===== config.mk =====
export PLATFORM = sky130hd
export DESIGN_NAME = balance_cascade_controller
export DESIGN_NICKNAME = d
export VERILOG_FILES = /design/src/hdl/bcc_pkg.sv /design/src/hdl/bcc_regs.sv /design/src/hdl/bcc_mac.sv /design/src/hdl/balance_cascade_controller.sv
export SDC_FILE = /design/constraint.sdc
export NUM_CORES = 2
export LEC_CHECK = 0
export ABC_AREA = 1
export BUFFER_PORTS_ARGS = -buffer_cell sky130_fd_sc_hd__buf_2
export CORE_MARGIN = 5
export CORE_UTILIZATION = 55
export CTS_BUF_LIST = sky130_fd_sc_hd__clkbuf_2
export DETAILED_ROUTE_END_ITERATION = 10
export GPL_TIMING_DRIVEN = 1
export PLACE_DENSITY = 0.73
export SETUP_SLACK_MARGIN = 0.15
export SLEW_MARGIN = 20
export SYNTH_ARGS = -nofsm -noshare
export SYNTH_HDL_FRONTEND = slang
export SYNTH_SLANG_ARGS = --single-unit

===== constraint.sdc =====
create_clock -name clk_i -period 18.4 [get_ports clk_i]
set_input_delay 4.6 -clock clk_i [delete_from_list [all_inputs] [get_ports clk_i]]
set_output_delay 4.6 -clock clk_i [all_outputs]
set_load 0.05 [all_outputs]

===== src/hdl/bcc_pkg.sv =====
// Shared types, constants and helper functions for the balance cascade controller.
// Used by bcc_regs, bcc_mac and balance_cascade_controller; depends on nothing else.

package bcc_pkg;

  // Configuration port geometry.
  localparam int unsigned CFG_IDX_W  = 3;
  localparam int unsigned CFG_DATA_W = 32;

  // Register indexes, in the order of the register map.
  localparam logic [CFG_IDX_W-1:0] REG_ANGLE_OFFSET = 3'd0;
  localparam logic [CFG_IDX_W-1:0] REG_UPRIGHT_P    = 3'd1;
  localparam logic [CFG_IDX_W-1:0] REG_UPRIGHT_D    = 3'd2;
  localparam logic [CFG_IDX_W-1:0] REG_SPEED_P      = 3'd3;
  localparam logic [CFG_IDX_W-1:0] REG_SPEED_I      = 3'd4;
  localparam logic [CFG_IDX_W-1:0] REG_YAW_P        = 3'd5;
  localparam logic [CFG_IDX_W-1:0] REG_YAW_D        = 3'd6;
  localparam logic [CFG_IDX_W-1:0] REG_DRIVE_LIMIT  = 3'd7;

  // Register values after reset.
  localparam logic signed [15:0] RST_ANGLE_OFFSET = -16'sd1007;
  localparam logic signed [31:0] RST_UPRIGHT_P    = 32'sd29491200;
  localparam logic signed [31:0] RST_UPRIGHT_D    = 32'sd34364;
  localparam logic signed [31:0] RST_SPEED_P      = -32'sd110559;
  localparam logic signed [31:0] RST_SPEED_I      = -32'sd553;
  localparam logic signed [31:0] RST_YAW_P        = 32'sd0;
  localparam logic signed [31:0] RST_YAW_D        = 32'sd0;
  localparam logic [14:0]        RST_DRIVE_LIMIT  = 15'd7200;

  // Low-pass weights of the speed error filter, Q16.16 (0.3 and 0.7).
  localparam logic signed [31:0] W_NEW = 32'sd19661;
  localparam logic signed [31:0] W_OLD = 32'sd45875;

  // Velocity integral limits.
  localparam logic signed [18:0] INTEG_MAX = 19'sd20000;
  localparam logic signed [18:0] INTEG_MIN = -19'sd20000;

  // Serial multiplier geometry: 32-bit operands, one multiplier bit per cycle.
  localparam int unsigned MUL_W  = 32;
  localparam int unsigned ACC_W  = MUL_W + 2;
  localparam int unsigned PROD_W = ACC_W + MUL_W;
  localparam int unsigned CNT_W  = $clog2(MUL_W);
  localparam int unsigned RND_W  = PROD_W - 16;

  // Configuration registers as seen by the datapath.
  typedef struct packed {
    logic signed [15:0] angle_offset;
    logic signed [31:0] upright_p;
    logic signed [31:0] upright_d;
    logic signed [31:0] speed_p;
    logic signed [31:0] speed_i;
    logic signed [31:0] yaw_p;
    logic signed [31:0] yaw_d;
    logic [14:0]        drive_limit;
  } cfg_t;

  // Sequencer states of one control tick.
  typedef enum logic [3:0] {
    ST_IDLE,
    ST_FILT_GO,
    ST_FILT_WAIT,
    ST_FILT_POST,
    ST_SPD_GO,
    ST_SPD_WAIT,
    ST_SPD_POST,
    ST_DIFF,
    ST_UPR_GO,
    ST_UPR_WAIT,
    ST_UPR_POST,
    ST_TURN_RND,
    ST_TURN_POST,
    ST_OUT
  } bcc_state_e;

  // Saturate a wide signed value to the signed 32-bit range.
  function automatic logic signed [31:0] sat32(input logic signed [RND_W-1:0] v);
    logic [RND_W-32:0] top;
    top = v[RND_W-1:31];
    if ((top == '0) || (top == '1)) begin
      return v[31:0];
    end else if (v[RND_W-1]) begin
      return 32'sh8000_0000;
    end else begin
      return 32'sh7fff_ffff;
    end
  endfunction

  // Clamp a motor mix to the symmetric drive limit.
  function automatic logic signed [15:0] clamp_drive(input logic signed [33:0] m,
                                                     input logic [14:0] lim);
    logic signed [33:0] lim_s;
    logic signed [33:0] res;
    lim_s = $signed({19'd0, lim});
    if (m > lim_s) begin
      res = lim_s;
    end else if (m < -lim_s) begin
      res = -lim_s;
    end else begin
      res = m;
    end
    return res[15:0];
  endfunction

endpackage


===== src/hdl/bcc_regs.sv =====
// Configuration register file of the balance cascade controller.
// Depends on bcc_pkg for the register map, reset values and cfg_t.

module bcc_regs (
  input  logic                           clk_i,
  input  logic                           rst_ni,
  input  logic                           cfg_we_i,
  input  logic [bcc_pkg::CFG_IDX_W-1:0]  cfg_idx_i,
  input  logic [bcc_pkg::CFG_DATA_W-1:0] cfg_data_i,
  output bcc_pkg::cfg_t                  cfg_o
);

  bcc_pkg::cfg_t cfg_q, cfg_d;

  // Decode the write index; each write replaces one register.
  always_comb begin
    cfg_d = cfg_q;
    if (cfg_we_i) begin
      unique case (cfg_idx_i)
        bcc_pkg::REG_ANGLE_OFFSET: cfg_d.angle_offset = $signed(cfg_data_i[15:0]);
        bcc_pkg::REG_UPRIGHT_P:    cfg_d.upright_p    = $signed(cfg_data_i);
        bcc_pkg::REG_UPRIGHT_D:    cfg_d.upright_d    = $signed(cfg_data_i);
        bcc_pkg::REG_SPEED_P:      cfg_d.speed_p      = $signed(cfg_data_i);
        bcc_pkg::REG_SPEED_I:      cfg_d.speed_i      = $signed(cfg_data_i);
        bcc_pkg::REG_YAW_P:        cfg_d.yaw_p        = $signed(cfg_data_i);
        bcc_pkg::REG_YAW_D:        cfg_d.yaw_d        = $signed(cfg_data_i);
        bcc_pkg::REG_DRIVE_LIMIT:  cfg_d.drive_limit  = cfg_data_i[14:0];
        default: begin
        end
      endcase
    end
  end

  always_ff @(posedge clk_i or negedge rst_ni) begin
    if (!rst_ni) begin
      cfg_q.angle_offset <= bcc_pkg::RST_ANGLE_OFFSET;
      cfg_q.upright_p    <= bcc_pkg::RST_UPRIGHT_P;
      cfg_q.upright_d    <= bcc_pkg::RST_UPRIGHT_D;
      cfg_q.speed_p      <= bcc_pkg::RST_SPEED_P;
      cfg_q.speed_i      <= bcc_pkg::RST_SPEED_I;
      cfg_q.yaw_p        <= bcc_pkg::RST_YAW_P;
      cfg_q.yaw_d        <= bcc_pkg::RST_YAW_D;
      cfg_q.drive_limit  <= bcc_pkg::RST_DRIVE_LIMIT;
    end else begin
      cfg_q <= cfg_d;
    end
  end

  assign cfg_o = cfg_q;

endmodule


===== src/hdl/bcc_mac.sv =====
// Bit-serial signed multiply-accumulate unit: a*x + b*y.
// Depends on bcc_pkg for the operand and product widths.

module bcc_mac (
  input  logic                                clk_i,
  input  logic                                rst_ni,
  input  logic                                start_i,
  input  logic signed [bcc_pkg::MUL_W-1:0]    mcand_a_i,
  input  logic signed [bcc_pkg::MUL_W-1:0]    mcand_b_i,
  input  logic signed [bcc_pkg::MUL_W-1:0]    mplier_a_i,
  input  logic signed [bcc_pkg::MUL_W-1:0]    mplier_b_i,
  output logic                                done_o,
  output logic signed [bcc_pkg::PROD_W-1:0]   prod_o
);

  localparam int unsigned SUM_W = bcc_pkg::ACC_W + 1;
  localparam logic [bcc_pkg::CNT_W-1:0] CNT_LAST = bcc_pkg::CNT_W'(bcc_pkg::MUL_W - 1);

  logic                              busy_q, busy_d;
  logic                              done_q, done_d;
  logic [bcc_pkg::CNT_W-1:0]         cnt_q, cnt_d;
  logic signed [bcc_pkg::MUL_W-1:0]  ca_q, cb_q;
  logic [bcc_pkg::MUL_W-1:0]         xa_q, xb_q;
  logic signed [bcc_pkg::ACC_W-1:0]  hi_q;
  logic [bcc_pkg::MUL_W-1:0]         lo_q;
  logic                              last;
  logic signed [SUM_W-1:0]           ext_a, ext_b, add_a, add_b, sum;

  // One multiplier bit of each lane per cycle; the sign bit weighs negative.
  always_comb begin
    last  = (cnt_q == CNT_LAST);
    ext_a = $signed({{(SUM_W - bcc_pkg::MUL_W){ca_q[bcc_pkg::MUL_W-1]}}, ca_q});
    ext_b = $signed({{(SUM_W - bcc_pkg::MUL_W){cb_q[bcc_pkg::MUL_W-1]}}, cb_q});
    add_a = xa_q[0] ? (last ? -ext_a : ext_a) : '0;
    add_b = xb_q[0] ? (last ? -ext_b : ext_b) : '0;
    sum   = $signed({hi_q[bcc_pkg::ACC_W-1], hi_q}) + add_a + add_b;
  end

  // Sequencing of the 32 steps.
  always_comb begin
    busy_d = busy_q;
    done_d = 1'b0;
    cnt_d  = cnt_q;
    if (start_i) begin
      busy_d = 1'b1;
      cnt_d  = '0;
    end else if (busy_q) begin
      cnt_d = cnt_q + 1'b1;
      if (last) begin
        busy_d = 1'b0;
        done_d = 1'b1;
      end
    end
  end

  always_ff @(posedge clk_i or negedge rst_ni) begin
    if (!rst_ni) begin
      busy_q <= 1'b0;
      done_q <= 1'b0;
      cnt_q  <= '0;
    end else begin
      busy_q <= busy_d;
      done_q <= done_d;
      cnt_q  <= cnt_d;
    end
  end

  // Operand shift registers and the right-shifting accumulator.
  always_ff @(posedge clk_i) begin
    if (start_i) begin
      ca_q <= mcand_a_i;
      cb_q <= mcand_b_i;
      xa_q <= mplier_a_i;
      xb_q <= mplier_b_i;
      hi_q <= '0;
    end else if (busy_q) begin
      xa_q <= {1'b0, xa_q[bcc_pkg::MUL_W-1:1]};
      xb_q <= {1'b0, xb_q[bcc_pkg::MUL_W-1:1]};
      hi_q <= sum[SUM_W-1:1];
      lo_q <= {sum[0], lo_q[bcc_pkg::MUL_W-1:1]};
    end
  end

  assign done_o = done_q;
  assign prod_o = $signed({hi_q, lo_q});

endmodule


===== src/hdl/balance_cascade_controller.sv =====
// Top level of the balance cascade controller: tick sequencer, rounding and mix.
// Depends on bcc_pkg, bcc_regs and bcc_mac.
//
//   Channel   Direction  Handshake                    Content
//   s_axis    in         tvalid/tready                one control tick
//   m_axis    out        tvalid/tready                drives and loop terms
//   cfg       in         cfg_we_i, no back-pressure   one register write
//
// An enabled tick makes three passes through the 32-step serial multiplier
// (filter, velocity, upright) and takes one state each for the angle
// difference, turn rounding, turn saturation and the output load. The turn
// products are formed on a second multiplier during the first pass. A
// disabled tick goes from idle straight to the output state. The next
// request is taken once the sequencer is back in idle, also while the
// previous result still waits in the output register; a result that is
// not taken holds the sequencer in its output state. Reset is asynchronous
// and clears the sequencer, the loop state and the registers to their reset
// values.

module balance_cascade_controller (
  input  logic                           clk_i,
  input  logic                           rst_ni,
  input  logic                           s_axis_tvalid,
  output logic                           s_axis_tready,
  // count_left, count_right, pitch_angle, balance_rate, yaw_rate,
  // speed_target, turn_target, zero padding
  input  logic [119:0]                   s_axis_tdata,
  // clear_integral, run_enable
  input  logic [1:0]                     s_axis_tuser,
  output logic                           m_axis_tvalid,
  input  logic                           m_axis_tready,
  // drive_left, drive_right, upright_term, speed_term, turn_term
  output logic [127:0]                   m_axis_tdata,
  input  logic                           cfg_we_i,
  input  logic [bcc_pkg::CFG_IDX_W-1:0]  cfg_idx_i,
  input  logic [bcc_pkg::CFG_DATA_W-1:0] cfg_data_i
);

  bcc_pkg::cfg_t      cfg;
  bcc_pkg::bcc_state_e state_q, state_d;

  // Captured request fields.
  logic signed [17:0] err_q, err_d;
  logic signed [15:0] pitch_q, pitch_d;
  logic signed [15:0] brate_q, brate_d;
  logic signed [15:0] yrate_q, yrate_d;
  logic signed [15:0] tturn_q, tturn_d;
  logic               clr_q, clr_d;

  // Loop state and intermediate terms.
  logic signed [17:0] fe_q, fe_d;
  logic signed [15:0] ei_q, ei_d;
  logic signed [31:0] spd_q, spd_d;
  logic signed [31:0] diff_q, diff_d;
  logic signed [31:0] upr_q, upr_d;
  logic signed [31:0] trn_q, trn_d;
  logic signed [bcc_pkg::RND_W-1:0] rnd_q, rnd_d;

  // Output register.
  logic               out_vld_q, out_vld_d;
  logic [127:0]       out_q, out_d;

  // Serial multiplier hookup.
  logic                                 mac0_start, mac1_start;
  logic signed [bcc_pkg::MUL_W-1:0]     mac0_ca, mac0_cb, mac0_xa, mac0_xb;
  logic signed [bcc_pkg::MUL_W-1:0]     mac1_ca, mac1_cb, mac1_xa, mac1_xb;
  logic                                 mac0_done, mac1_done;
  logic signed [bcc_pkg::PROD_W-1:0]    mac0_prod, mac1_prod;

  // Rounding path and small arithmetic.
  logic signed [bcc_pkg::PROD_W-1:0]    rnd_src;
  logic signed [bcc_pkg::RND_W-1:0]     rnd_shift;
  logic                                 rnd_sticky;
  logic signed [17:0]                   f_val;
  logic signed [18:0]                   integ_sum;
  logic signed [18:0]                   integ_clamp;
  logic signed [40:0]                   diff_wide;
  logic signed [33:0]                   mix1, mix2;
  logic signed [15:0]                   m1_sat, m2_sat, drv_left, drv_right;

  bcc_regs u_regs (
    .clk_i      (clk_i),
    .rst_ni     (rst_ni),
    .cfg_we_i   (cfg_we_i),
    .cfg_idx_i  (cfg_idx_i),
    .cfg_data_i (cfg_data_i),
    .cfg_o      (cfg)
  );

  // Shared multiplier for the filter, velocity and upright sums.
  bcc_mac u_mac_main (
    .clk_i      (clk_i),
    .rst_ni     (rst_ni),
    .start_i    (mac0_start),
    .mcand_a_i  (mac0_ca),
    .mcand_b_i  (mac0_cb),
    .mplier_a_i (mac0_xa),
    .mplier_b_i (mac0_xb),
    .done_o     (mac0_done),
    .prod_o     (mac0_prod)
  );

  // Turn loop multiplier, runs alongside the filter pass.
  bcc_mac u_mac_turn (
    .clk_i      (clk_i),
    .rst_ni     (rst_ni),
    .start_i    (mac1_start),
    .mcand_a_i  (mac1_ca),
    .mcand_b_i  (mac1_cb),
    .mplier_a_i (mac1_xa),
    .mplier_b_i (mac1_xb),
    .done_o     (mac1_done),
    .prod_o     (mac1_prod)
  );

  // Turn operands are fixed; they are sampled only at the start pulse.
  assign mac1_ca = cfg.yaw_p;
  assign mac1_cb = cfg.yaw_d;
  assign mac1_xa = 32'(tturn_q);
  assign mac1_xb = 32'(yrate_q);

  // Truncation toward zero: floor shift, plus one when negative with lost bits.
  always_comb begin
    rnd_src = (state_q == bcc_pkg::ST_TURN_RND) ? mac1_prod : mac0_prod;
    if (state_q == bcc_pkg::ST_UPR_WAIT) begin
      rnd_shift  = $signed({{7{rnd_src[bcc_pkg::PROD_W-1]}}, rnd_src[bcc_pkg::PROD_W-1:23]});
      rnd_sticky = |rnd_src[22:0];
    end else begin
      rnd_shift  = rnd_src[bcc_pkg::PROD_W-1:16];
      rnd_sticky = |rnd_src[15:0];
    end
    rnd_d = rnd_shift + $signed({{(bcc_pkg::RND_W-1){1'b0}},
                                 rnd_src[bcc_pkg::PROD_W-1] & rnd_sticky});
  end

  // Filter output, integral update and the upright angle error.
  always_comb begin
    f_val     = rnd_q[17:0];
    integ_sum = 19'(ei_q) + 19'(f_val);
    if (integ_sum > bcc_pkg::INTEG_MAX) begin
      integ_clamp = bcc_pkg::INTEG_MAX;
    end else if (integ_sum < bcc_pkg::INTEG_MIN) begin
      integ_clamp = bcc_pkg::INTEG_MIN;
    end else begin
      integ_clamp = integ_sum;
    end
    diff_wide = 41'(pitch_q) - ($signed({{2{spd_q[31]}}, spd_q, 7'd0}) + 41'(cfg.angle_offset));
  end

  // Motor mix and output word.
  always_comb begin
    mix1      = -34'(upr_q) - 34'(trn_q);
    mix2      = -34'(upr_q) + 34'(trn_q);
    m1_sat    = bcc_pkg::clamp_drive(mix1, cfg.drive_limit);
    m2_sat    = bcc_pkg::clamp_drive(mix2, cfg.drive_limit);
    drv_left  = -m1_sat;
    drv_right = m2_sat;
  end

  // Tick sequencer.
  always_comb begin
    state_d       = state_q;
    s_axis_tready = 1'b0;
    mac0_start    = 1'b0;
    mac1_start    = 1'b0;
    mac0_ca       = '0;
    mac0_cb       = '0;
    mac0_xa       = '0;
    mac0_xb       = '0;
    err_d         = err_q;
    pitch_d       = pitch_q;
    brate_d       = brate_q;
    yrate_d       = yrate_q;
    tturn_d       = tturn_q;
    clr_d         = clr_q;
    fe_d          = fe_q;
    ei_d          = ei_q;
    spd_d         = spd_q;
    diff_d        = diff_q;
    upr_d         = upr_q;
    trn_d         = trn_q;
    out_d         = out_q;
    out_vld_d     = out_vld_q & ~m_axis_tready;

    unique case (state_q)
      bcc_pkg::ST_IDLE: begin
        s_axis_tready = 1'b1;
        if (s_axis_tvalid) begin
          err_d   = 18'($signed(s_axis_tdata[15:0])) + 18'($signed(s_axis_tdata[31:16]))
                  - 18'($signed(s_axis_tdata[96:80]));
          pitch_d = s_axis_tdata[47:32];
          brate_d = s_axis_tdata[63:48];
          yrate_d = s_axis_tdata[79:64];
          tturn_d = s_axis_tdata[112:97];
          clr_d   = s_axis_tuser[0];
          if (s_axis_tuser[1]) begin
            state_d = bcc_pkg::ST_FILT_GO;
          end else begin
            // Disabled tick: zero terms, loop state untouched.
            spd_d   = '0;
            upr_d   = '0;
            trn_d   = '0;
            state_d = bcc_pkg::ST_OUT;
          end
        end
      end
      bcc_pkg::ST_FILT_GO: begin
        mac0_start = 1'b1;
        mac1_start = 1'b1;
        mac0_ca    = bcc_pkg::W_NEW;
        mac0_cb    = bcc_pkg::W_OLD;
        mac0_xa    = 32'(err_q);
        mac0_xb    = 32'(fe_q);
        state_d    = bcc_pkg::ST_FILT_WAIT;
      end
      bcc_pkg::ST_FILT_WAIT: begin
        if (mac0_done) begin
          state_d = bcc_pkg::ST_FILT_POST;
        end
      end
      bcc_pkg::ST_FILT_POST: begin
        fe_d    = f_val;
        ei_d    = clr_q ? '0 : integ_clamp[15:0];
        state_d = bcc_pkg::ST_SPD_GO;
      end
      bcc_pkg::ST_SPD_GO: begin
        mac0_start = 1'b1;
        mac0_ca    = cfg.speed_p;
        mac0_cb    = cfg.speed_i;
        mac0_xa    = 32'(fe_q);
        mac0_xb    = 32'(ei_q);
        state_d    = bcc_pkg::ST_SPD_WAIT;
      end
      bcc_pkg::ST_SPD_WAIT: begin
        if (mac0_done) begin
          state_d = bcc_pkg::ST_SPD_POST;
        end
      end
      bcc_pkg::ST_SPD_POST: begin
        spd_d   = bcc_pkg::sat32(rnd_q);
        state_d = bcc_pkg::ST_DIFF;
      end
      bcc_pkg::ST_DIFF: begin
        diff_d  = bcc_pkg::sat32(bcc_pkg::RND_W'(diff_wide));
        state_d = bcc_pkg::ST_UPR_GO;
      end
      bcc_pkg::ST_UPR_GO: begin
        mac0_start = 1'b1;
        mac0_ca    = cfg.upright_p;
        mac0_cb    = cfg.upright_d;
        mac0_xa    = diff_q;
        mac0_xb    = $signed({{9{brate_q[15]}}, brate_q, 7'd0});
        state_d    = bcc_pkg::ST_UPR_WAIT;
      end
      bcc_pkg::ST_UPR_WAIT: begin
        if (mac0_done) begin
          state_d = bcc_pkg::ST_UPR_POST;
        end
      end
      bcc_pkg::ST_UPR_POST: begin
        upr_d   = bcc_pkg::sat32(rnd_q);
        state_d = bcc_pkg::ST_TURN_RND;
      end
      bcc_pkg::ST_TURN_RND: begin
        state_d = bcc_pkg::ST_TURN_POST;
      end
      bcc_pkg::ST_TURN_POST: begin
        trn_d   = bcc_pkg::sat32(rnd_q);
        state_d = bcc_pkg::ST_OUT;
      end
      bcc_pkg::ST_OUT: begin
        // Wait for the output register to drain before loading a new result.
        if (!out_vld_q || m_axis_tready) begin
          out_d     = {trn_q, spd_q, upr_q, drv_right, drv_left};
          out_vld_d = 1'b1;
          state_d   = bcc_pkg::ST_IDLE;
        end
      end
      default: begin
        state_d = bcc_pkg::ST_IDLE;
      end
    endcase
  end

  // Control and loop state.
  always_ff @(posedge clk_i or negedge rst_ni) begin
    if (!rst_ni) begin
      state_q   <= bcc_pkg::ST_IDLE;
      out_vld_q <= 1'b0;
      fe_q      <= '0;
      ei_q      <= '0;
    end else begin
      state_q   <= state_d;
      out_vld_q <= out_vld_d;
      fe_q      <= fe_d;
      ei_q      <= ei_d;
    end
  end

  // Payload registers.
  always_ff @(posedge clk_i) begin
    err_q   <= err_d;
    pitch_q <= pitch_d;
    brate_q <= brate_d;
    yrate_q <= yrate_d;
    tturn_q <= tturn_d;
    clr_q   <= clr_d;
    spd_q   <= spd_d;
    diff_q  <= diff_d;
    upr_q   <= upr_d;
    trn_q   <= trn_d;
    rnd_q   <= rnd_d;
    out_q   <= out_d;
  end

  assign m_axis_tvalid = out_vld_q;
  assign m_axis_tdata  = out_q;

  // A new result appears only as the sequencer leaves its output state.
  assert property (@(posedge clk_i) disable iff (!rst_ni)
    $rose(m_axis_tvalid) |-> $past(state_q == bcc_pkg::ST_OUT))
    else $error("result offered outside the output state");

  // The velocity integral never leaves its saturation window.
  assert property (@(posedge clk_i) disable iff (!rst_ni)
    (ei_q <= 16'sd20000) && (ei_q >= -16'sd20000))
    else $error("velocity integral out of range");

  // The main multiplier finishes only while the sequencer waits for it.
  assert property (@(posedge clk_i) disable iff (!rst_ni)
    mac0_done |-> (state_q == bcc_pkg::ST_FILT_WAIT || state_q == bcc_pkg::ST_SPD_WAIT ||
                   state_q == bcc_pkg::ST_UPR_WAIT))
    else $error("multiplier finished outside a wait state");

  // Both multipliers start together, so the turn products finish with the filter.
  assert property (@(posedge clk_i) disable iff (!rst_ni)
    mac1_done |-> (mac0_done && state_q == bcc_pkg::ST_FILT_WAIT))
    else $error("turn multiplier out of step");

endmodule

==> impl_results.md <==
- RR Endpoint: m_axis_tdata[18]
- First-pass GRT wire length: 276000 µm
- # IOs: 292
- Count of cell types in the netlist: 77
- Share of cells above drive strength 1: 0.126
- Final WL: 179000 µm
- Hold Crit Class: register to register
- Nets: 8206
- Cells after Synth: 7193
- Hold_sp: u_regs.cfg_o[43]
- DIE AREA: 120000 µm²
- Mapped Avg Cell Area: 8.68 µm²
- Endpoint class of the critical path: register
- Critical Path RT: 19680 ps
- Routed len/inst: 19.3 µm
- HPWL Detailed: 135000 µm
- Cell family with most CP delay: simple AND/OR/NAND/NOR gates
- DR iter-0 viols: 4788
- P per Cell Area: 202 nW/µm²
- Setup crit start kind: register
- Measured slew at the worst slew-check pin: 1090 ps
- Max Slew Vio Count: 0
- Filler cells: 10.1k
- Buffers on Ports: 284
- Lkg Pwr: 31.8 nW
- CTS Buf Count: 289
- CP max stage delay: 440 ps
- Initial antenna violation count: 10
- Largest net degree at the start of global routing: 165
- DR pass1 iterations: 6
- Post-synthesis sequential area ratio: 0.466
- R2R setup slack: 10110 ps
- DIE WIDTH: 347 µm
- Max cap viols: 0
- Mapped cell area: 62400 µm²
- Crit Path Category: register to register
- Die Span Y: 347 µm
- Via-to-Cell Ratio: 5.57
- Hold Buf Count CTS: 0
- Tot GR Track Use: 0.292
- Post-DRT Antenna Nets: 0
- Launch point of the worst reg-to-reg path: upr_q[0]
- GRT overflow: 0
- Post-CTS sizing: 0
- Crit path depth: 42
- Clock Tree Buf Depth: 4
- Final Setup Violations: 0
- Slew HR: 0.274
- Post-synth EDFFs: 659
- Worst IR Drop VDD: 108 µV
- Final GP Congestion: 0.979
- Run status: finished clean
- Placed cell count: 8807
- Clk_lat worst skew: 1590 ps
- Worst Path Buf+Inv: 7
- H-tree depth: 5
- Worst path most repeated cell: nand2_1
- Critical Path AT: 9570 ps
- Cell taking the most area after synthesis: edfxtp_1
- Asr flop ratio synth: 0.261
- CP max-delay cell: edfxtp_1
- Synth warn: 0
- Clk_skew: 104 ps
- Final Cycle Share: 0.451
- Dominant synthesized flop cell: edfxtp_1
- Final hold viol count: 0
- Core Area: 113000 µm²
- Via Count: 51.7k
- Initial Util: 0.554
- Reg2Reg Depth: 42
- CTS Sinks: 1052
- # rows: 123
- Area Growth Syn to Fin: 8.54%
- Clk slew on worst S/H paths: 100 ps
- Crit path from: upr_q[0]
- Synth Net Count: 7801
- Layout Cells excl Fill: 9295
- Synth Register Bits: 1052
- Setup TNS: 0 ps
- Max Clock Freq: 0.121 GHz
- RSZ-0062 raised after global routing: false
- DRC viols: 0
- CTS tree: built
- Clk Tree Root Cell: clkbuf_2
- Post-layout min period: 8290 ps
- Crit-path max FO: 26
- Synth area leaders: edfxtp_1 (32%), nand2_1 (9.9%), dfrtp_1 (8.2%), ha_1 (6.5%), inv_1 (6.1%)
- Worst Setup EP: m_axis_tdata[18]
- Vias in the first global route: 50.1k
- Post CTS Setup Buffer Count: 0
- Synth top area share: 0.317
==> area by class of cell <==
class                      instances  area, µm²  share of cell area
sequential                      1052      29100               0.430
multi-input combinational       4881      28600               0.422
inverter                        1043       3920              0.0578
clock buffer                     421       2110              0.0311
tap                             1500       1880              0.0277
timing repair buffer             331       1810              0.0267
clock inverter                    63        358             0.00528
antenna                            4       10.0            0.000148
==> stage by stage <==
step / hold WS, ps / setup WS [ps] / instance area [µm²] / utilization / power (W)
after detailed placement: 430 / 10300 / 65300 / 0.580 / 0.0120
after global routing: 411 / 9530 / 67800 / 0.602 / 0.0149
after global placement: 429 / 10430 / 65300 / 0.580 / 0.0118
after CTS: 401 / 10260 / 67800 / 0.602 / 0.0137
final: 403 / 10110 / 67800 / 0.602 / 0.0137
after floorplan: 421 / 7850 / 62400 / - / 0.00970
==> synth_stat cells, types with 63 or more instances <==
cell      number
a21oi_1      390
clkbuf_1     159
dfrtp_1      204
dfstp_2       71
dfxtp_1      118
edfxtp_1     659
fa_1         123
ha_1         323
inv_1       1021
nand2_1     1642
nand3_1      323
nand4_1       63
nor2_1       559
nor3_1       103
o21ai_0      531
xnor2_1       76
xor2_1       175
==> routing by layer <==
| metal | vias up | track usage | wire (µm) |
|---|---|---|---|
| met5 | - | 0 | 27 |
| met4 | 4 | 0.126 | 7470 |
| met3 | 348 | 0.0618 | 16000 |
| met2 | 2128 | 0.453 | 79800 |
| met1 | 24405 | 0.400 | 76000 |
| li1 | 24853 | - | - |
==> state kept, by name, indices dropped and copies added (netlist names), 32 cells and up <==
| signal | flops |
|---|---|
| diff_q | 32 |
| m_axis_tdata | 128 |
| rnd_q | 50 |
| spd_q | 32 |
| trn_q | 32 |
| u_mac_main.ca_q | 32 |
| u_mac_main.cb_q | 32 |
| u_mac_main.hi_q | 34 |
| u_mac_main.lo_q | 32 |
| u_mac_main.xa_q | 32 |
| u_mac_main.xb_q | 32 |
| u_mac_turn.ca_q | 32 |
| u_mac_turn.cb_q | 32 |
| u_mac_turn.hi_q | 34 |
| u_mac_turn.lo_q | 32 |
| u_mac_turn.xa_q | 32 |
| u_mac_turn.xb_q | 32 |
| u_regs.cfg_o | 223 |
| upr_q | 32 |
==> logic make-up (layout without fill, tap and decap cells) <==
| family | after synthesis | after routing | synth area share |
|---|---|---|---|
| AO/OA/AOI/OAI | 1311 | 1311 | 0.120 |
| XOR/XNOR | 254 | 254 | 0.0363 |
| adder cells (fa/ha/maj) | 446 | 446 | 0.104 |
| buffers and inverters | 1260 | 1858 | 0.0778 |
| flip-flops | 1052 | 1052 | 0.466 |
| multiplexers | 17 | 17 | 0.00285 |
| other | 0 | 4 | 0 |
| AND/OR/NAND/NOR | 2853 | 2853 | 0.192 |
==> worst reg2reg max path: cells and delay by family, from the launching register on <==
family,cells,cell delay (ps)
AO/OA/AOI/OAI,5,1070
buffers and inverters,7,940
AND/OR/NAND/NOR,25,4360
flip-flops,1,440
XOR/XNOR,2,290
adder cells (fa/ha/maj),3,950
==> worst min path at each step <==
stage / cells after the start / endpoint
6_report: 0 / u_mac_turn.cb_q[28]
4_1_cts: 0 / u_mac_turn.ca_q[24]
2_1_floorplan: 0 / u_mac_turn.lo_q[20]
5_1_grt: 0 / u_mac_turn.ca_q[24]
3_3_place_gp: 0 / u_mac_turn.cb_q[0]
3_5_place_dp: 0 / u_mac_turn.cb_q[29]
==> power breakdown <==
part           internal (W)  total (W)  switching (W)
sequential          0.00365    0.00421       0.000561
clock              0.000661    0.00163       0.000972
combinational       0.00250    0.00787        0.00537
==> cell usage in the layout, fill, tap and decap left out, types with 23 or more instances in the layout <==
cell      Yosys  routed
nand3_1     323     322
or2_2        23      23
a31oi_1      29      29
a21oi_1     390     390
inv_1      1021    1017
ha_1        323     322
clkinv_1      3      46
fa_1        123     123
xor2_1      175     175
dfxtp_1     118     118
nand2_2      18      23
edfxtp_1    659     659
nor2_1      559     549
o22ai_1      56      56
clkbuf_2      0     421
o21ai_0     531     531
o21bai_1     33      33
nor4_1       42      42
nand4_1      63      63
xnor2_1      76      76
nand2_1    1642    1636
o21ai_1      33      33
dfrtp_1     204     204
a22o_1       51      51
inv_2        18      26
dfstp_2      71      71
a21o_1       25      25
buf_2        31     283
nor3_1      103     101
a21boi_0     33      33
buf_4         6      44
(Power assumes the default switching activity.)
